<file path="src/rtl/core/uartrb_pkg.sv">
`default_nettype none
package uartrb_pkg;

    localparam int RX_DEPTH  = 32;
    localparam int TX_DEPTH  = 32;
    localparam int RX_IDX_W  = $clog2(RX_DEPTH);
    localparam int TX_IDX_W  = $clog2(TX_DEPTH);
    localparam int RX_FILL_W = RX_IDX_W + 1;
    localparam int TX_FILL_W = TX_IDX_W + 1;
    localparam int COUNT_W   = 5;

    localparam logic [7:0] FLAG_BYTE_RESET = 8'd126;

    localparam logic [2:0] REQ_RX_BYTE  = 3'd0;
    localparam logic [2:0] REQ_RX_POP   = 3'd1;
    localparam logic [2:0] REQ_TX_PUSH  = 3'd2;
    localparam logic [2:0] REQ_TX_PULL  = 3'd3;
    localparam logic [2:0] REQ_RX_FLUSH = 3'd4;

    localparam logic [2:0] ERR_NONE     = 3'b000;
    localparam logic [2:0] ERR_FRAME    = 3'b001;
    localparam logic [2:0] ERR_OVERRUN  = 3'b010;
    localparam logic [2:0] ERR_OVERFLOW = 3'b100;

    typedef struct packed {
        logic [2:0] req_type;
        logic [7:0] data_in;
        logic       frame_error;
        logic       data_overrun;
    } uartrb_in_t;

    typedef struct packed {
        logic               out_valid;
        logic [7:0]         out_data;
        logic [2:0]         rx_error;
        logic               flag_seen;
        logic               tx_accepted;
        logic [COUNT_W-1:0] rx_count;
        logic [COUNT_W-1:0] tx_count;
        logic               tx_request;
    } uartrb_out_t;

    typedef struct packed {
        logic capture;
        logic execute;
    } uartrb_cmd_t;

endpackage
`default_nettype wire

</file>
<file path="src/rtl/core/uartrb_ctrl.sv">
`default_nettype none
module uartrb_ctrl import uartrb_pkg::*; (
    input  wire logic        aclk,
    input  wire logic        aresetn,
    input  wire logic        s_valid,
    output logic             s_ready,
    output logic             m_valid,
    input  wire logic        m_ready,
    output uartrb_cmd_t      cmd
);

    localparam logic [1:0] ST_IDLE = 2'd0;
    localparam logic [1:0] ST_EXEC = 2'd1;
    localparam logic [1:0] ST_RESP = 2'd2;

    logic [1:0] state_reg;
    logic [1:0] state_next;

    always_comb begin
        state_next  = state_reg;
        s_ready     = 1'b0;
        m_valid     = 1'b0;
        cmd.capture = 1'b0;
        cmd.execute = 1'b0;
        unique case (state_reg)
            ST_IDLE: begin
                s_ready     = 1'b1;
                cmd.capture = s_valid;
                if (s_valid) begin
                    state_next = ST_EXEC;
                end
            end
            ST_EXEC: begin
                cmd.execute = 1'b1;
                state_next  = ST_RESP;
            end
            ST_RESP: begin
                m_valid = 1'b1;
                if (m_ready) begin
                    state_next = ST_IDLE;
                end
            end
            default: begin
                state_next = ST_IDLE;
            end
        endcase
    end

    always_ff @(posedge aclk) begin
        if (!aresetn) begin
            state_reg <= ST_IDLE;
        end else begin
            state_reg <= state_next;
        end
    end

`ifndef SYNTHESIS
    a_one_side: assert property (@(posedge aclk) disable iff (!aresetn)
        !(s_ready && m_valid))
        else $error("input and result sides open together");

    a_latency: assert property (@(posedge aclk) disable iff (!aresetn)
        s_valid && s_ready |=> ##1 m_valid)
        else $error("result not presented two cycles after input beat");

    a_return_idle: assert property (@(posedge aclk) disable iff (!aresetn)
        m_valid && m_ready |=> s_ready)
        else $error("not ready for input after result beat");
`endif

endmodule
`default_nettype wire

</file>
<file path="src/rtl/core/uartrb_dp.sv">
`default_nettype none
module uartrb_dp import uartrb_pkg::*; (
    input  wire logic        aclk,
    input  wire logic        aresetn,
    input  wire uartrb_cmd_t cmd,
    input  wire uartrb_in_t  s_data,
    input  wire logic        cfg_wr,
    input  wire logic [7:0]  cfg_data,
    output uartrb_out_t      m_data
);

    uartrb_in_t item_reg;
    logic [7:0] flag_byte_reg;

    logic [7:0] rx_mem [RX_DEPTH];
    logic [7:0] tx_mem [TX_DEPTH];
    logic [7:0] rx_rd_reg;
    logic [7:0] tx_rd_reg;

    logic [RX_IDX_W-1:0] rx_head_reg, rx_head_next, rx_tail_reg, rx_tail_next;
    logic [TX_IDX_W-1:0] tx_head_reg, tx_head_next, tx_tail_reg, tx_tail_next;
    logic [RX_IDX_W-1:0] rx_head_inc, rx_tail_inc;
    logic [TX_IDX_W-1:0] tx_head_inc, tx_tail_inc;
    logic [2:0]          last_err_reg, last_err_next;
    logic                tx_pending_reg, tx_pending_next;

    logic       res_valid_reg, res_valid_next;
    logic       res_src_tx_reg, res_src_tx_next;
    logic [2:0] res_err_reg, res_err_next;
    logic       res_flag_reg, res_flag_next;
    logic       res_acc_reg, res_acc_next;

    logic       rx_wr, rx_rd, tx_wr, tx_rd;
    logic [2:0] line_err;

    logic [RX_FILL_W-1:0] rx_fill;
    logic [TX_FILL_W-1:0] tx_fill;

    assign rx_head_inc = (rx_head_reg == RX_IDX_W'(RX_DEPTH - 1)) ? '0
                       : rx_head_reg + RX_IDX_W'(1);
    assign rx_tail_inc = (rx_tail_reg == RX_IDX_W'(RX_DEPTH - 1)) ? '0
                       : rx_tail_reg + RX_IDX_W'(1);
    assign tx_head_inc = (tx_head_reg == TX_IDX_W'(TX_DEPTH - 1)) ? '0
                       : tx_head_reg + TX_IDX_W'(1);
    assign tx_tail_inc = (tx_tail_reg == TX_IDX_W'(TX_DEPTH - 1)) ? '0
                       : tx_tail_reg + TX_IDX_W'(1);

    always_comb begin
        rx_head_next    = rx_head_reg;
        rx_tail_next    = rx_tail_reg;
        tx_head_next    = tx_head_reg;
        tx_tail_next    = tx_tail_reg;
        last_err_next   = last_err_reg;
        tx_pending_next = tx_pending_reg;
        res_valid_next  = res_valid_reg;
        res_src_tx_next = res_src_tx_reg;
        res_err_next    = res_err_reg;
        res_flag_next   = res_flag_reg;
        res_acc_next    = res_acc_reg;
        rx_wr           = 1'b0;
        rx_rd           = 1'b0;
        tx_wr           = 1'b0;
        tx_rd           = 1'b0;
        line_err        = (item_reg.frame_error ? ERR_FRAME : ERR_NONE)
                        | (item_reg.data_overrun ? ERR_OVERRUN : ERR_NONE);
        if (cmd.execute) begin
            res_valid_next  = 1'b0;
            res_src_tx_next = 1'b0;
            res_err_next    = ERR_NONE;
            res_flag_next   = 1'b0;
            res_acc_next    = 1'b0;
            case (item_reg.req_type)
                REQ_RX_BYTE: begin
                    if (rx_head_inc == rx_tail_reg) begin
                        line_err = ERR_OVERFLOW;
                    end else begin
                        rx_head_next = rx_head_inc;
                        rx_wr        = 1'b1;
                    end
                    last_err_next = line_err;
                    res_err_next  = line_err;
                    res_flag_next = (item_reg.data_in == flag_byte_reg);
                end
                REQ_RX_POP: begin
                    if (rx_head_reg != rx_tail_reg) begin
                        rx_tail_next   = rx_tail_inc;
                        rx_rd          = 1'b1;
                        res_valid_next = 1'b1;
                        res_err_next   = last_err_reg;
                    end
                end
                REQ_TX_PUSH: begin
                    if (tx_head_inc != tx_tail_reg) begin
                        tx_head_next = tx_head_inc;
                        tx_wr        = 1'b1;
                        res_acc_next = 1'b1;
                    end
                    tx_pending_next = 1'b1;
                end
                REQ_TX_PULL: begin
                    if (tx_head_reg != tx_tail_reg) begin
                        tx_tail_next    = tx_tail_inc;
                        tx_rd           = 1'b1;
                        res_valid_next  = 1'b1;
                        res_src_tx_next = 1'b1;
                    end else begin
                        tx_pending_next = 1'b0;
                    end
                end
                REQ_RX_FLUSH: begin
                    rx_head_next = rx_tail_reg;
                end
                default: begin
                end
            endcase
        end
    end

    always_ff @(posedge aclk) begin
        if (!aresetn) begin
            flag_byte_reg  <= FLAG_BYTE_RESET;
            rx_head_reg    <= '0;
            rx_tail_reg    <= '0;
            tx_head_reg    <= '0;
            tx_tail_reg    <= '0;
            last_err_reg   <= ERR_NONE;
            tx_pending_reg <= 1'b0;
            res_valid_reg  <= 1'b0;
            res_src_tx_reg <= 1'b0;
            res_err_reg    <= ERR_NONE;
            res_flag_reg   <= 1'b0;
            res_acc_reg    <= 1'b0;
        end else begin
            if (cfg_wr) begin
                flag_byte_reg <= cfg_data;
            end
            rx_head_reg    <= rx_head_next;
            rx_tail_reg    <= rx_tail_next;
            tx_head_reg    <= tx_head_next;
            tx_tail_reg    <= tx_tail_next;
            last_err_reg   <= last_err_next;
            tx_pending_reg <= tx_pending_next;
            res_valid_reg  <= res_valid_next;
            res_src_tx_reg <= res_src_tx_next;
            res_err_reg    <= res_err_next;
            res_flag_reg   <= res_flag_next;
            res_acc_reg    <= res_acc_next;
        end
    end

    always_ff @(posedge aclk) begin
        if (cmd.capture) begin
            item_reg <= s_data;
        end
    end

    always_ff @(posedge aclk) begin
        if (rx_wr) begin
            rx_mem[rx_head_inc] <= item_reg.data_in;
        end
        if (rx_rd) begin
            rx_rd_reg <= rx_mem[rx_tail_inc];
        end
    end

    always_ff @(posedge aclk) begin
        if (tx_wr) begin
            tx_mem[tx_head_inc] <= item_reg.data_in;
        end
        if (tx_rd) begin
            tx_rd_reg <= tx_mem[tx_tail_inc];
        end
    end

    always_comb begin
        if (rx_head_reg >= rx_tail_reg) begin
            rx_fill = {1'b0, rx_head_reg} - {1'b0, rx_tail_reg};
        end else begin
            rx_fill = {1'b0, rx_head_reg} + RX_FILL_W'(RX_DEPTH) - {1'b0, rx_tail_reg};
        end
        if (tx_head_reg >= tx_tail_reg) begin
            tx_fill = {1'b0, tx_head_reg} - {1'b0, tx_tail_reg};
        end else begin
            tx_fill = {1'b0, tx_head_reg} + TX_FILL_W'(TX_DEPTH) - {1'b0, tx_tail_reg};
        end
    end

    always_comb begin
        m_data.out_valid   = res_valid_reg;
        m_data.out_data    = !res_valid_reg ? 8'd0 : (res_src_tx_reg ? tx_rd_reg : rx_rd_reg);
        m_data.rx_error    = res_err_reg;
        m_data.flag_seen   = res_flag_reg;
        m_data.tx_accepted = res_acc_reg;
        m_data.rx_count    = COUNT_W'(rx_fill);
        m_data.tx_count    = COUNT_W'(tx_fill);
        m_data.tx_request  = tx_pending_reg;
    end

`ifndef SYNTHESIS
    a_acc_pending: assert property (@(posedge aclk) disable iff (!aresetn)
        res_acc_reg |-> tx_pending_reg)
        else $error("push stored without transmit request");

    a_flush_empty: assert property (@(posedge aclk) disable iff (!aresetn)
        cmd.execute && item_reg.req_type == REQ_RX_FLUSH |=> rx_head_reg == rx_tail_reg)
        else $error("receive ring not empty after flush");

    a_overflow_alone: assert property (@(posedge aclk) disable iff (!aresetn)
        cmd.execute && item_reg.req_type == REQ_RX_BYTE && rx_head_inc == rx_tail_reg
        |=> last_err_reg == ERR_OVERFLOW && $stable(rx_head_reg))
        else $error("full receive ring took a byte");
`endif

endmodule
`default_nettype wire

</file>
<file path="src/rtl/core/uart_ring_buffer_pair.sv">
// The result beat is presented in the respond state, after accept and execute.
// A new input beat is accepted only after the previous result beat is taken; the
// controller steps accept, execute and present around the registered ring read.
// Reset: synchronous, active low; both rings empty, latched error and transmit
// request cleared, flag byte 0x7E; ring contents undefined until written.
`default_nettype none
module uart_ring_buffer_pair import uartrb_pkg::*; (
    input  wire logic        aclk,
    input  wire logic        aresetn,
    input  wire logic        s_valid,
    output logic             s_ready,
    input  wire uartrb_in_t  s_data,
    output logic             m_valid,
    input  wire logic        m_ready,
    output uartrb_out_t      m_data,
    input  wire logic        cfg_valid,
    output logic             cfg_ready,
    input  wire logic [7:0]  cfg_data
);

    uartrb_cmd_t cmd;

    assign cfg_ready = 1'b1;

    uartrb_ctrl u_ctrl (
        .aclk    (aclk),
        .aresetn (aresetn),
        .s_valid (s_valid),
        .s_ready (s_ready),
        .m_valid (m_valid),
        .m_ready (m_ready),
        .cmd     (cmd)
    );

    uartrb_dp u_dp (
        .aclk     (aclk),
        .aresetn  (aresetn),
        .cmd      (cmd),
        .s_data   (s_data),
        .cfg_wr   (cfg_valid & cfg_ready),
        .cfg_data (cfg_data),
        .m_data   (m_data)
    );

endmodule
`default_nettype wire

</file>
<file path="config.mk">
export PLATFORM = sky130hd
export DESIGN_NAME = uart_ring_buffer_pair
export DESIGN_NICKNAME = d
export VERILOG_FILES = /design/src/rtl/core/uartrb_pkg.sv /design/src/rtl/core/uartrb_ctrl.sv /design/src/rtl/core/uartrb_dp.sv /design/src/rtl/core/uart_ring_buffer_pair.sv
export SDC_FILE = /design/constraint.sdc
export NUM_CORES = 1
export LEC_CHECK = 0
export ABC_AREA = 0
export BUFFER_PORTS_ARGS = -buffer_cell sky130_fd_sc_hd__buf_2
export CAP_MARGIN = 25
export CORE_UTILIZATION = 45
export DETAILED_ROUTE_END_ITERATION = 6
export GPL_ROUTABILITY_DRIVEN = 0
export GPL_TIMING_DRIVEN = 0
export PLACE_DENSITY = 0.57
export SLEW_MARGIN = 30
export SYNTH_ARGS = -nofsm -noshare
export SYNTH_HDL_FRONTEND = slang
export SYNTH_SLANG_ARGS = --single-unit
export TNS_END_PERCENT = 20
</file>
<file path="constraint.sdc">
create_clock -name aclk -period 3.8 [get_ports aclk]
set_input_delay 0.95 -clock aclk [delete_from_list [all_inputs] [get_ports aclk]]
set_output_delay 0.95 -clock aclk [all_outputs]
set_load 0.01 [all_outputs]
</file>
==> flow_metrics.py <==
metrics = {
    "critical_path": {
        "worstPathRequired_ns": 4.15,
        "cp_max_fo": 10,
        "end_kind": "flip-flop",
        "crit_end": "u_dp.tx_rd_reg[5]",
        "critical_path.startpoint_type": "flip-flop",
        "startpoint": "u_dp.tx_tail_reg[1]",
        "r2r-start": "u_dp.tx_tail_reg[1]",
        "worstRegToRegCells": 10,
        "rr_endpoint": "u_dp.tx_rd_reg[5]",
        "critical_path_class": "flip-flop to flip-flop",
        "r2r_setup_slack_ns": -0.01,
        "arrival_ns": 4.16,
    },
    "die": {
        "start_util_pct": 45.9,
        "io_pins": 54,
        "die_w_um": 235,
        "die_y_um": 235,
        "fp-row-count": 84,
        "core_area_um2": 53000,
        "die_area_um2": 55000,
    },
    "placement": {
        "placed_cell_area_um2": 26000,
        "pre_cts_slack_ns": -0.247,
        "post-place-cells": 2460,
        "port_buffers": 51,
        "dp_hpwl_mm": 44.4,
    },
    "global_route": {
        "grtUsageMet1_pct": 30.3,
        "grt_pass1_vias": 14763,
        "grtUsageMet2_pct": 39.3,
        "grt_remaining_overflow": 0,
        "grt_max_degree": 24,
        "groute.usage.overall_pct": 23.2,
        "busiest_layer": "met2",
        "grt_pass1_wl_mm": 93.2,
        "gr-usage-met3_pct": 3.14,
        "grt_antenna_before_repair": 0,
    },
    "sta": {
        "slew_headroom_pct": 38.2,
        "worst_slew_pin_slew_ns": 0.922,
        "grt_setup_unrepaired": "true",
        "finalSetupViolCount": 1,
        "post-route-min-period_ns": 3.81,
        "slew_viol_final": 0,
        "fmax_mhz": 262,
        "timing_hold_violations_final": 0,
        "fin_skew_ns": 0.00980,
        "fin_ws_ns": -0.0119,
        "fin_crit_sh_pct": 100,
        "holdWs_ns": 0.457,
        "setup_tns_ns": -0.0119,
    },
    "yosys": {
        "ys.warnings.count": 0,
        "async_flop_share_pct": 0,
        "synth_nets": 1732,
        "synth_edf_count": 541,
        "avgSynthCellArea_um2": 14.5,
        "synth.distinct_cells": 74,
        "syn_inst": 1684,
        "seq_area_frac_synth_pct": 70.1,
        "syn_area_um2": 24300,
        "ys_ff_latch": 582,
        "synth-main-ff-cell": "edfxtp_1",
    },
    "drt": {
        "first_pass_iters": 5,
        "via_per_inst": 5.77,
        "drt_iter0_drc": 1271,
        "wl_mm": 62.7,
        "ant_nets": 0,
        "drc_errors": 0,
        "vias": 14832,
        "wire_per_inst_um": 24.4,
    },
    "cells_and_area": {
        "stdcell_count": 2569,
        "drive_gt1_share_pct": 19.2,
        "layout_common_cells": "edfxtp_1, nand2_1, buf_2, a21oi_1, clkbuf_1",
        "fillers": 4375,
        "multi_input_area_um2": 7020,
        "area_delta_synth_final_pct": 15.9,
        "final_area_um2": 28200,
        "nets": 1881,
        "diodes": 0,
        "mostFrequentLayoutCell": "edfxtp_1",
        "final-seq-area_um2": 17100,
    },
    "cts": {
        "clkTransAtPathRegs_ns": 0.06,
        "cts_tree": "yes",
        "cts_root_buf": "clkbuf_16",
        "htreeDepth": 2,
        "clockBufferDepth": 3,
        "cts_buffers": 59,
        "clk_latency_ns": 0.62,
        "numClockSinks": 582,
    },
    "run_status": {
        "failed_checks": "setup timing",
        "status": "finished with violations",
    },
    "power": {
        "p_comb_share_pct": 2.4,
        "netSwitchingFraction_pct": 20.0,
        "p_int_mw": 10.5,
        "p_switching_mw": 2.62,
        "vdd_drop_max_uv": 325,
        "p_leak_nw": 9.34,
        "pwr-share-seq_pct": 53.7,
        "p_clk_share_pct": 43.8,
        "powerDensity_nw_per_um2": 466,
    },
    "flow_run": {
        "cap_violations": 0,
    },
    "min_path": {
        "hp-class": "flip-flop to flip-flop",
    },
}
==> stage by stage <==
stage          utilization, %  total power [mW]
3_5_place_dp             49.2              7.52
2_1_floorplan               -              7.33
6_report                 53.2              13.1
4_1_cts                  52.9              13.2
5_1_grt                  53.2              13.5
3_3_place_gp             48.1              7.46
==> worst max-delay path: stages (launching register included) <==
cell and delay, ns:
dfxtp_1 0.50, ha_1 0.28, and3_1 0.18, ha_1 0.28, buf_2 0.31, nand2b_1 0.47
clkbuf_1 0.52, nand3_1 0.15, a221oi_1 0.43, a311o_1 0.29, nand3_1 0.14
==> cell usage after synthesis, types with 5 or more instances <==
cell | n | area share (%)
a221oi_1 | 13 | 0.47
xnor2_1 | 16 | 0.58
xor2_1 | 13 | 0.47
mux2i_1 | 55 | 2.3
buf_4 | 14 | 0.43
a211oi_1 | 23 | 0.71
o21ai_0 | 31 | 0.64
and3_1 | 33 | 0.85
ha_1 | 20 | 1.0
nor3_1 | 53 | 1.1
a31oi_1 | 26 | 0.67
a2bb2oi_1 | 14 | 0.50
nand2_1 | 216 | 3.3
a21oi_1 | 68 | 1.4
nor2_1 | 88 | 1.4
inv_1 | 26 | 0.40
o22ai_1 | 28 | 0.72
a21o_1 | 5 | 0.15
nand2b_1 | 10 | 0.26
a2111oi_0 | 9 | 0.32
a311o_1 | 5 | 0.21
nor3b_1 | 9 | 0.28
o21ai_1 | 6 | 0.12
mux4_2 | 46 | 4.3
or3_1 | 6 | 0.15
a22o_1 | 5 | 0.18
buf_2 | 28 | 0.58
nor4_1 | 6 | 0.15
edfxtp_1 | 541 | 67
mux2_2 | 10 | 0.46
nor2b_1 | 23 | 0.59
dfxtp_1 | 41 | 3.4
nor4b_2 | 7 | 0.43
nand3_1 | 55 | 1.1
clkbuf_1 | 52 | 0.80
buf_1 | 6 | 0.093
nand3b_1 | 7 | 0.22
==> final cells by class <==
class,count,area share [%]
plain buffers,105,1.84
flip-flops and latches,582,60.5
well taps,688,3.05
inverters,30,0.399
multi-input cells,967,24.9
clock inverters,27,0.967
clock buffers,82,5.80
repair buffers,88,2.54
==> power groups by stage <==
stage / Sequential, mW / Clock (mW) / Combinational (mW)
finish: 7.06 / 5.76 / 0.322
global route: 7.06 / 6.12 / 0.347
CTS: 7.06 / 5.86 / 0.321
detailed placement: 7.20 / 0 / 0.318
global placement: 7.32 / 0 / 0.142
floorplan: 7.24 / 0 / 0.0929
==> cells by family (layout without fill, tap and decap cells) <==
kind of cell	count (synthesis)	in the layout	share of synthesized area, %
buf+inv	135	332	2.57
fa+ha+maj	22	22	1.19
xor+xnor	32	32	1.29
flops	582	582	70.1
simple gates	544	544	10.8
compound gates	257	257	7.01
mux	111	111	6.98
other cells	1	1	0.0154
==> how the worst min path moves through the flow <==
| stage | depth (start not counted) | end | startpoint | slack, ns |
|---|---|---|---|---|
| after floorplan | 2 | u_dp.last_err_reg[2] | u_dp.last_err_reg[2] | 0.44 |
| after global placement | 2 | u_dp.res_acc_reg | u_dp.res_acc_reg | 0.45 |
| after detailed placement | 2 | u_dp.last_err_reg[2] | u_dp.last_err_reg[2] | 0.45 |
| after CTS | 2 | u_dp.last_err_reg[2] | u_dp.last_err_reg[2] | 0.46 |
| after global routing | 2 | u_dp.last_err_reg[2] | u_dp.last_err_reg[2] | 0.48 |
| final | 2 | u_dp.last_err_reg[2] | u_dp.last_err_reg[2] | 0.46 |
==> layer usage <==
layer	routed length (um)	up-vias	share of wire [%]
met5	0	-	0
met4	2220	0	3.5
met3	3050	107	4.9
met2	31400	455	50
met1	26100	7516	42
li1	-	6754	-
==> timing repair <==
item / 4_1_cts / 5_1_grt
setup endpoints to repair: 283 / 414
pin swaps: 0 / 4
buffers inserted: 0 / 0
hold endpoints to repair: 0 / 0
hold buffers: 0 / 0
gates resized for setup: 29 / 42
(Power assumes the default switching activity.)
